### src/design/stk_pkg.sv
// Shared constants, command codes and types for the score table top-k block.
// No dependencies; stk_unit and the top level refer to it by scoped name.
`timescale 1ns / 1ps

package stk_pkg;

	localparam int POINTS  = 512;
	localparam int MAX_K   = 16;
	localparam int IDX_W   = $clog2(POINTS);
	localparam int CNT_W   = IDX_W + 1;
	localparam int K_W     = $clog2(MAX_K + 1);

	// Fixed field widths of the stream payload
	localparam int CMD_W   = 3;
	localparam int PT_W    = 9;
	localparam int SC_W    = 32;
	localparam int COUNT_W = 5;
	localparam int S_TDATA_W = 48;
	localparam int M_TDATA_W = 48;
	localparam int M_PAD_W   = M_TDATA_W - PT_W - SC_W;

	localparam logic [CMD_W-1:0] CMD_SET_REL = 3'd0;
	localparam logic [CMD_W-1:0] CMD_ADD     = 3'd1;
	localparam logic [CMD_W-1:0] CMD_CLEAR   = 3'd2;
	localparam logic [CMD_W-1:0] CMD_QUERY   = 3'd3;
	localparam logic [CMD_W-1:0] CMD_TOPK    = 3'd4;

	localparam logic signed [SC_W-1:0] SCORE_MIN = {1'b1, {(SC_W-1){1'b0}}};
	localparam logic signed [SC_W-1:0] SCORE_MAX = {1'b0, {(SC_W-1){1'b1}}};

	// Last pick of a top-k run: later scans only take entries ranked below it
	typedef struct packed {
		logic                    valid;
		logic signed [SC_W-1:0]  score;
		logic [IDX_W-1:0]        idx;
	} thr_t;

	typedef struct packed {
		logic signed [SC_W-1:0]  sum;
		logic                    better;
	} unit_res_t;

endpackage

### src/design/stk_unit.sv
// Shared arithmetic and compare unit: saturating add for updates, rank compare for scans.
// Depends on stk_pkg.
`timescale 1ns / 1ps

module stk_unit (
	input  logic [stk_pkg::SC_W-1:0]   entry,
	input  logic [stk_pkg::IDX_W-1:0]  idx,
	input  logic [stk_pkg::SC_W-1:0]   delta,
	input  logic [stk_pkg::SC_W-1:0]   top,
	input  stk_pkg::thr_t              thr,
	output stk_pkg::unit_res_t         res
);

	logic signed [stk_pkg::SC_W:0] sum_w;
	logic                          eligible;

	always_comb begin
		sum_w = $signed({entry[stk_pkg::SC_W-1], entry})
			+ $signed({delta[stk_pkg::SC_W-1], delta});
		// Clamp when the carry-out disagrees with the sign bit
		if (sum_w[stk_pkg::SC_W] != sum_w[stk_pkg::SC_W-1]) begin
			res.sum = sum_w[stk_pkg::SC_W] ? stk_pkg::SCORE_MIN : stk_pkg::SCORE_MAX;
		end else begin
			res.sum = sum_w[stk_pkg::SC_W-1:0];
		end

		// Entries already listed rank at or above the last pick: higher score,
		// or equal score at a lower or equal index
		eligible = !thr.valid
			|| ($signed(entry) < $signed(thr.score))
			|| ((entry == thr.score) && (idx > thr.idx));
		res.better = eligible && ($signed(entry) > $signed(top));
	end

endmodule

### config.mk
export PLATFORM = sky130hd
export DESIGN_NAME = stk_unit
export DESIGN_NICKNAME = d
export VERILOG_FILES = /design/src/design/stk_pkg.sv /design/src/design/stk_unit.sv
export SDC_FILE = /design/constraint.sdc
export NUM_CORES = 1
export LEC_CHECK = 0
export BUFFER_PORTS_ARGS = -buffer_cell sky130_fd_sc_hd__buf_4
export CAP_MARGIN = 20
export CORE_MARGIN = 2
export CORE_UTILIZATION = 34
export DETAILED_ROUTE_END_ITERATION = 8
export MAX_ROUTING_LAYER = met4
export SYNTH_ARGS = -nofsm -noshare
export SYNTH_HDL_FRONTEND = slang
export SYNTH_SLANG_ARGS = --single-unit
### constraint.sdc
create_clock -name vclk -period 2.8
set_input_delay 0.28 -clock vclk [all_inputs]
set_output_delay 0.28 -clock vclk [all_outputs]
set_load 0.005 [all_outputs]
==> run_results.csv, run 1 <==
group,metric,value,unit
critical_path,path_class,"in -> out",
critical_path,critPathMaxStageDelay,450,ps
placement,placed_cells,940,
floorplanning,die-height,108,µm
timing,fmax,329,MHz
layout,nClkBuffers,0,
critical_path,endpoint_kind,"primary output",
synthesis,ys_types,48,
floorplanning,ioPinCount,180,
layout,seq_cells,0,
layout,num_antenna_cells,0,
floorplanning,die-area,11800,µm²
layout,fin_util,64.2,%
timing,hold_slack,1020,ps
global_route,grt_pass1_wl,22200,µm
pwr,p_per_area,237,nW/µm²
layout,finalNetCount,1077,
floorplanning,rows,38,
route,wl_per_cell,15.6,µm
global_route,grt-ovfl-total,0,
layout,drive_gt1_share,50.1,%
route,vias_per_cell,5.16,
timing,fin_crit_sh,109,%
placement,dp_hpwl,11900,µm
route,drt_iter0_drc,182,
route,finalWirelength,15000,µm
timing,worst_pin_slew,392,ps
run,maxCapViolations,0,
synthesis,avgSynthCellArea,7.15,µm²
timing,setup_viol,31,
synthesis,synth_nets,772,
floorplanning,core,10700,µm²
timing,slew_viol_final,0,
timing,rsz0062_at_grt,"yes",
layout,layout_commonest_cell,"buf_4",
layout,stdcell_count,962,
layout,final_cell_mix,"buf_4, ha_1, inv_1",
layout,nFillCells,972,
timing,hold_violations,0,
route,vias,4965,
pwr,peakVddDrop,0.160,mV
global_route,grt_pass1_vias,4922,
timing,timing.final.ws_setup,-243,ps
global_route,grt_start_max_net_pins,12,
placement,io_buffers,180,
synthesis,syn-cell-area,3710,µm²
critical_path,worstPathCellList,"buf_6 > ha_4 > o211ai_1 > o21ai_2 > o311ai_4 > o21ai_2 > a21boi_2 > o31a_1 > or3_4 > mux2_4 > o21ai_2 > buf_4",
synthesis,ys_seq_area_share,0,%
placement,globalplace.congestion,0.900,
route,drc_errors,0,
synthesis,yosys_warnings,0,
floorplanning,initial_core_util,34.5,%
floorplanning,dieWidth,108,µm
pwr,power.leakage,0.00368,µW
layout,regArea,0,µm²
critical_path,crit_fanout,7,
layout,area_growth,85.8,%
route,firstDrtPassIters,4,
synthesis,syn_inst,519,
global_route,grtUsageTotal,23.9,%
status,status,"complete, but fails checks",
status,violations,"negative setup slack",
critical_path,cpMostUsedCell,"o21ai_2",
critical_path,crit_slowest_cell,"or3_4",
route,ant_nets,0,
critical_path,worstSetupStartpointType,"input pin",
timing,maxSlewHeadroom,73.6,%
global_route,antenna_found_initial,0,
critical_path,cp.required,2520,ps
timing,fin_crit,3040,ps
critical_path,cp.arrival,2760,ps
min_path,worstHoldPathType,"in -> out",
final timing paths:
path | start | to | depth (start not counted)
worst max-delay path | entry[3] | res[22] | 12
worst min-delay path | thr[41] | res[0] | 4
synthesized netlist by cell type (3+ instances only):
master / n / area [µm²]
o31ai_1: 3 / 22.5
o21ai_0: 49 / 245
xnor2_1: 14 / 123
a21oi_1: 51 / 255
nor3_1: 7 / 35.0
nand4_1: 15 / 93.8
o21bai_1: 6 / 45.0
inv_1: 82 / 308
nand2b_1: 6 / 37.5
nand2_1: 26 / 97.6
nand3_1: 8 / 40.0
o211ai_1: 5 / 37.5
nor2b_1: 8 / 50.1
ha_1: 105 / 1310
a21o_1: 38 / 285
a31oi_1: 8 / 50.1
a211oi_1: 4 / 30.0
o21ai_2: 6 / 52.6
nor2_1: 16 / 60.1
xor2_1: 16 / 140
and4_1: 3 / 26.3
and3_1: 6 / 37.5
o21a_1: 4 / 30.0
critical path, delay by kind of cell:
family          cells  cell delay (ps)
mux                 1              370
compound gates      7             1160
fa+ha+maj           1              270
simple gates        1              450
buf+inv             2              230
kinds of logic after synthesis:
logic type      count (synthesis)  share of synthesized area (%)
simple gates                  105                           14.9
mux                             2                          0.708
buf+inv                        87                           9.24
compound gates                189                           32.1
fa+ha+maj                     106                           36.0
xor+xnor                       30                           7.08
power breakdown:
group / switching [µW] / total (µW) / internal, µW / leakage [µW]
Clock: 0 / 0 / 0 / 0
Combinational: 734 / 1630 / 899 / 0.00368
Sequential: 0 / 0 / 0 / 0
Total: 734 / 1630 / 899 / 0.00368
metal layers:
layer	up-vias	part of all wire, %	global-route usage (%)
li1	2509	-	-
met3	22	4.7	1.99
met5	-	0	-
met2	143	50	42.0
met1	2291	42	29.3
met4	0	2.6	6.41
through the flow:
| step | power, µW | setup slack, ps | area [µm²] | setup TNS [ps] |
|---|---|---|---|---|
| floorplan | 640 | 3.49 | 3780 | 0 |
| global placement | 1320 | -317 | 6060 | -9340 |
| detailed placement | 1340 | -434 | 6060 | -12100 |
| CTS | 1500 | -211 | 6510 | -5270 |
| global route | 1770 | -315 | 6890 | -8860 |
| finish | 1630 | -243 | 6890 | -6350 |
what timing repair did:
item | 4_1_cts | 5_1_grt
endpoints found under the setup margin | 32 | 32
hold buffers | 0 | 0
gates resized for setup | 98 | 57
setup buffers | 7 | 12
cloned | 3 | 0
pin swaps | 23 | 41
final cells by class:
class              instances  area (µm²)  area share (%)
inverters                 82         308            4.46
multi-input cells        435        4050            58.8
well taps                140         175            2.54
repair buffers           305        2360            34.2
Note: power is estimated with default switching activity, not from simulation.
==> run 2: changes to the inputs <==
- REMOVE_ABC_BUFFERS: unset -> 1
- TNS_END_PERCENT: unset -> 100
==> run_results.csv, run 2 (synthesized netlist as in run 1, its figures left out) <==
group,metric,value,unit
timing,worst_pin_slew,378,ps
pwr,p_per_area,236,nW/µm²
min_path,whs_endpoint,"res[0]",
floorplanning,die-area,11800,µm²
floorplanning,die-height,108,µm
layout,nClkBuffers,0,
route,drc_errors,0,
floorplanning,rows,38,
timing,hold_slack,1020,ps
critical_path,path_class,"in -> out",
layout,drive_gt1_share,47.7,%
layout,regArea,0,µm²
global_route,antenna_found_initial,0,
route,drt_iter0_drc,141,
status,status,"complete, but fails checks",
layout,final_cell_mix,"buf_4, ha_1, inv_1",
placement,dp_hpwl,12300,µm
pwr,pwr-share-clk,0,%
timing,fin_crit_sh,106,%
critical_path,crit_fanout,7,
pwr,p_seq_share,0,%
timing,maxSlewHeadroom,74.6,%
floorplanning,dieWidth,108,µm
route,wl_per_cell,15.7,µm
route,vias_per_cell,5.12,
layout,layout_commonest_cell,"buf_4",
floorplanning,ioPinCount,180,
timing,fin_crit,2980,ps
timing,fmax,336,MHz
layout,seq_cells,0,
critical_path,cp.required,2520,ps
pwr,netSwitchingPower,709,µW
min_path,hold_depth,4,
placement,io_buffers,180,
layout,area_growth,80.2,%
min_path,worstHoldPathType,"in -> out",
critical_path,endpoint_kind,"primary output",
route,finalWirelength,15000,µm
global_route,grt_pass1_wl,22900,µm
critical_path,cp.arrival,2700,ps
route,ant_nets,0,
placement,dpl_cell_area,6040,µm²
timing,hold_violations,0,
global_route,grt_pass1_vias,4928,
global_route,grtUsageTotal,24.8,%
timing,rsz0062_at_grt,"yes",
pwr,netSwitchingFraction,45.0,%
min_path,min_from,"thr[41]",
layout,finalNetCount,1071,
global_route,grt_start_max_net_pins,14,
layout,fin_area,6680,µm²
floorplanning,core,10700,µm²
timing,slew_viol_final,0,
floorplanning,initial_core_util,34.5,%
placement,globalplace.congestion,0.884,
global_route,grt-ovfl-total,0,
run,maxCapViolations,0,
route,firstDrtPassIters,4,
timing,setup_viol,32,
layout,num_antenna_cells,0,
pwr,p_comb_share,100.0,%
clock_network,ctsHoldBuffers,0,
pwr,peakVddDrop,0.121,mV
critical_path,worstSetupStartpointType,"input pin",
pwr,power.leakage,0.00365,µW
timing,timing.final.ws_setup,-178,ps
pwr,p_int,868,µW
status,violations,"negative setup slack",
route,vias,4894,
run 2: through the flow:
step           setup slack [ps]  setup TNS (ps)  instances  total power, µW  util (%)
6_report                   -178           -4130        956             1580      62.2
5_1_grt                    -285           -7710        956             1720      62.2
4_1_cts                    -154           -3880        953             1520      60.8
3_5_place_dp               -380          -10910        944             1350      56.2
3_3_place_gp               -378           -9230        944             1320      56.2
2_1_floorplan             -56.7           -1390        514              618         -
run 2: power by group through the flow:
stage,clock network [µW],registers (µW),logic [µW]
floorplan,0,0,618
global placement,0,0,1320
detailed placement,0,0,1350
CTS,0,0,1520
global route,0,0,1720
finish,0,0,1580
run 2: worst max-delay path, cell delays in order:
cell and delay (ps):
buf_8 100, ha_4 150, inv_2 50, fa_2 190, nand2b_4 120, a21o_1 140, nand3_2 100, a32o_2 280
o21ai_2 150, a21oi_2 90, or3_4 430, mux2_4 370, o21ai_1 100, buf_4 120
run 2: what timing repair did:
action	4_1_cts	5_1_grt
pin swaps	26	15
setup buffers	7	3
gates cloned	3	0
endpoints found under the setup margin	32	32
gates resized for setup	99	26
run 2: cell type report:
cell class         instances  area (µm²)
multi-input cells        435        3920
fillers                  993        4060
repair buffers           299        2280
inverters                 82         308
well taps                140         175
run 2: routing by layer:
| layer | up-vias | GRT usage [%] | share of wire (%) |
|---|---|---|---|
| li1 | 2495 | - | - |
| met1 | 2271 | 30.3 | 43 |
| met5 | - | - | 0 |
| met2 | 118 | 46.6 | 52 |
| met3 | 10 | 1.02 | 4.1 |
| met4 | 0 | 2.56 | 0.79 |
run 2: worst max path at each step:
stage	start	endpoint	slack (ps)
after floorplan	entry[3]	res[10]	-60
after global placement	entry[1]	res[0]	-380
after detailed placement	entry[1]	res[0]	-380
after CTS	entry[0]	res[11]	-150
after global routing	entry[1]	res[1]	-290
final	entry[0]	res[12]	-180
==> run 3: changes to the inputs <==
- ABC_AREA: unset -> 1
- PLACE_DENSITY_LB_ADDON: unset -> 0.3
==> run_results.csv, run 3 <==
group,metric,value,unit
status,status,"completed",
critical_path,crit_fanout,5,
timing,timing.setup.tns,0,ps
layout,fin_area,6210,µm²
critical_path,critPathBufInv,2,
critical_path,worstSetupStartpointType,"input pin",
global_route,grt_start_max_net_pins,32,
timing,fmax,376,MHz
global_route,grt_pass1_wl,23000,µm
layout,area_growth,35.2,%
pwr,power.leakage,0.00386,µW
timing,maxSlewHeadroom,74.8,%
global_route,antenna_found_initial,0,
global_route,grt_pass1_vias,5026,
critical_path,cp.required,2520,ps
timing,fin_crit,2660,ps
route,drt_iter0_drc,229,
layout,num_antenna_cells,0,
route,ant_nets,0,
floorplanning,rows,42,
layout,fin_util,46.9,%
clock_network,ctsHoldBuffers,0,
critical_path,cpMostUsedCell,"nand2_1",
global_route,grt-ovfl-total,0,
layout,nClkBuffers,0,
placement,dpl_cell_area,6130,µm²
placement,io_buffers,180,
placement,dp_hpwl,13100,µm
synthesis,synth_area_leaders,"ha_1, nand2_1, inv_1",
timing,hold_violations,0,
synthesis,ys_types,30,
floorplanning,dieWidth,120,µm
layout,seq_cells,0,
run,maxCapViolations,0,
placement,globalplace.congestion,0.926,
synthesis,synth.most_common_cell,"nand2_1",
synthesis,yosysTopAreaCellShare,28.6,%
layout,final_cell_mix,"nand2_1, buf_4, inv_1",
critical_path,endpoint_kind,"primary output",
synthesis,ys_seq_area_share,0,%
route,firstDrtPassIters,5,
pwr,p_per_area,226,nW/µm²
layout,nFillCells,1441,
timing,setup_viol,0,
timing,fin_crit_sh,95.0,%
synthesis,syn-cell-area,4600,µm²
layout,layout_commonest_cell,"nand2_1",
timing,slew_viol_final,0,
layout,finalNetCount,1245,
timing,rsz0062_at_grt,"no",
critical_path,critPathMaxStageDelay,390,ps
timing,worst_pin_slew,377,ps
floorplanning,die-area,14500,µm²
critical_path,path_class,"in -> out",
synthesis,yosys_warnings,0,
route,vias,5353,
pwr,peakVddDrop,0.0762,mV
critical_path,worstPathCellList,"buf_4 > ha_1 > nand2_1 > nand2_1 > a21oi_1 > nand2_1 > a21oi_4 > nand2_2 > nand2_4 > nand2_4 > nor2_4 > o21ai_2 > buf_4",
synthesis,avgSynthCellArea,5.68,µm²
route,vias_per_cell,4.59,
min_path,worstHoldPathType,"in -> out",
critical_path,crit_slowest_cell,"ha_1",
floorplanning,ioPinCount,180,
clock_network,postCtsSetupRepairBufs,0,
critical_path,critical_path.top_delay_family,"simple AND/OR/NAND/NOR gates",
floorplanning,core,13200,µm²
synthesis,synth_common_cells,"nand2_1, inv_1, ha_1, a21oi_1, nor2_1",
floorplanning,die-height,120,µm
layout,regArea,0,µm²
route,finalWirelength,14700,µm
route,wl_per_cell,12.6,µm
critical_path,cp.arrival,2380,ps
synthesis,syn_inst,809,
layout,drive_gt1_share,23.9,%
synthesis,synth_area_leader_cell,"ha_1",
global_route,grtUsageTotal,19.8,%
route,drc_errors,0,
floorplanning,initial_core_util,34.7,%
-- run 3: cell count changes in the layout (fill, tap and decap cells not counted), moves of 11 or more --
| cell | change |
|---|---|
| nand2_1 | +249 |
| buf_4 | -111 |
| inv_1 | +71 |
| nor2_1 | +48 |
| a21o_1 | -38 |
| a21oi_1 | +21 |
| o21ai_2 | -21 |
| ha_1 | +17 |
| nand3_1 | +17 |
| ha_4 | -16 |
| nand2_2 | +16 |
| xnor2_1 | -11 |
-- run 3: routing by layer --
layer | share of wire (%) | track usage, %
met1 | 47 | 26.6
met2 | 48 | 33.8
met3 | 4.0 | 1.18
met4 | 1.2 | 2.40
met5 | 0 | -
-- run 3: metrics by stage --
stage          cells  total power (µW)  hold slack, ps  setup WS (ps)
2_1_floorplan    804               787             733            524
3_3_place_gp    1162              1350             980            158
3_5_place_dp    1162              1360             969            101
4_1_cts         1162              1360             975            109
5_1_grt         1166              1590             998           2.07
6_report        1166              1410             970            139
-- run 3: cell type report --
type               count  area [µm²]  share of cell area, %
well taps            176         220                   3.54
repair buffers       182        1370                   22.0
inverters            154         578                   9.30
multi-input cells    654        4050                   65.2
-- run 3: cell families (layout without fill, tap and decap cells) --
| group | Yosys count | after routing | share of synthesized area [%] |
|---|---|---|---|
| AO/OA/AOI/OAI | 107 | 107 | 13.6 |
| XOR/XNOR | 18 | 18 | 3.43 |
| adder cells (fa/ha/maj) | 106 | 106 | 29.0 |
| buffers and inverters | 159 | 336 | 13.8 |
| AND/OR/NAND/NOR | 419 | 423 | 40.2 |
-- run 3: tightest hold or removal path: cells and delay by family --
family | cells | cell delay [ps]
simple gates | 2 | 100
buf+inv | 2 | 170
fa+ha+maj | 1 | 140
-- run 3: timing repair --
action / 4_1_cts / 5_1_grt
gates resized for setup: 0 / 9
setup endpoints to repair: 0 / 31
endpoints found under the hold margin: 0 / 0
-- run 3: worst paths after layout --
kind / from / end / slack, ps / depth (start not counted)
max: entry[20] / res[30] / 140 / 13
min: delta[0] / res[1] / 970 / 5
-- run 3: power breakdown --
group | internal (µW) | switching, µW | total, µW
registers | 0 | 0 | 0
clock network | 0 | 0 | 0
logic | 652 | 753 | 1410
total | 652 | 753 | 1410
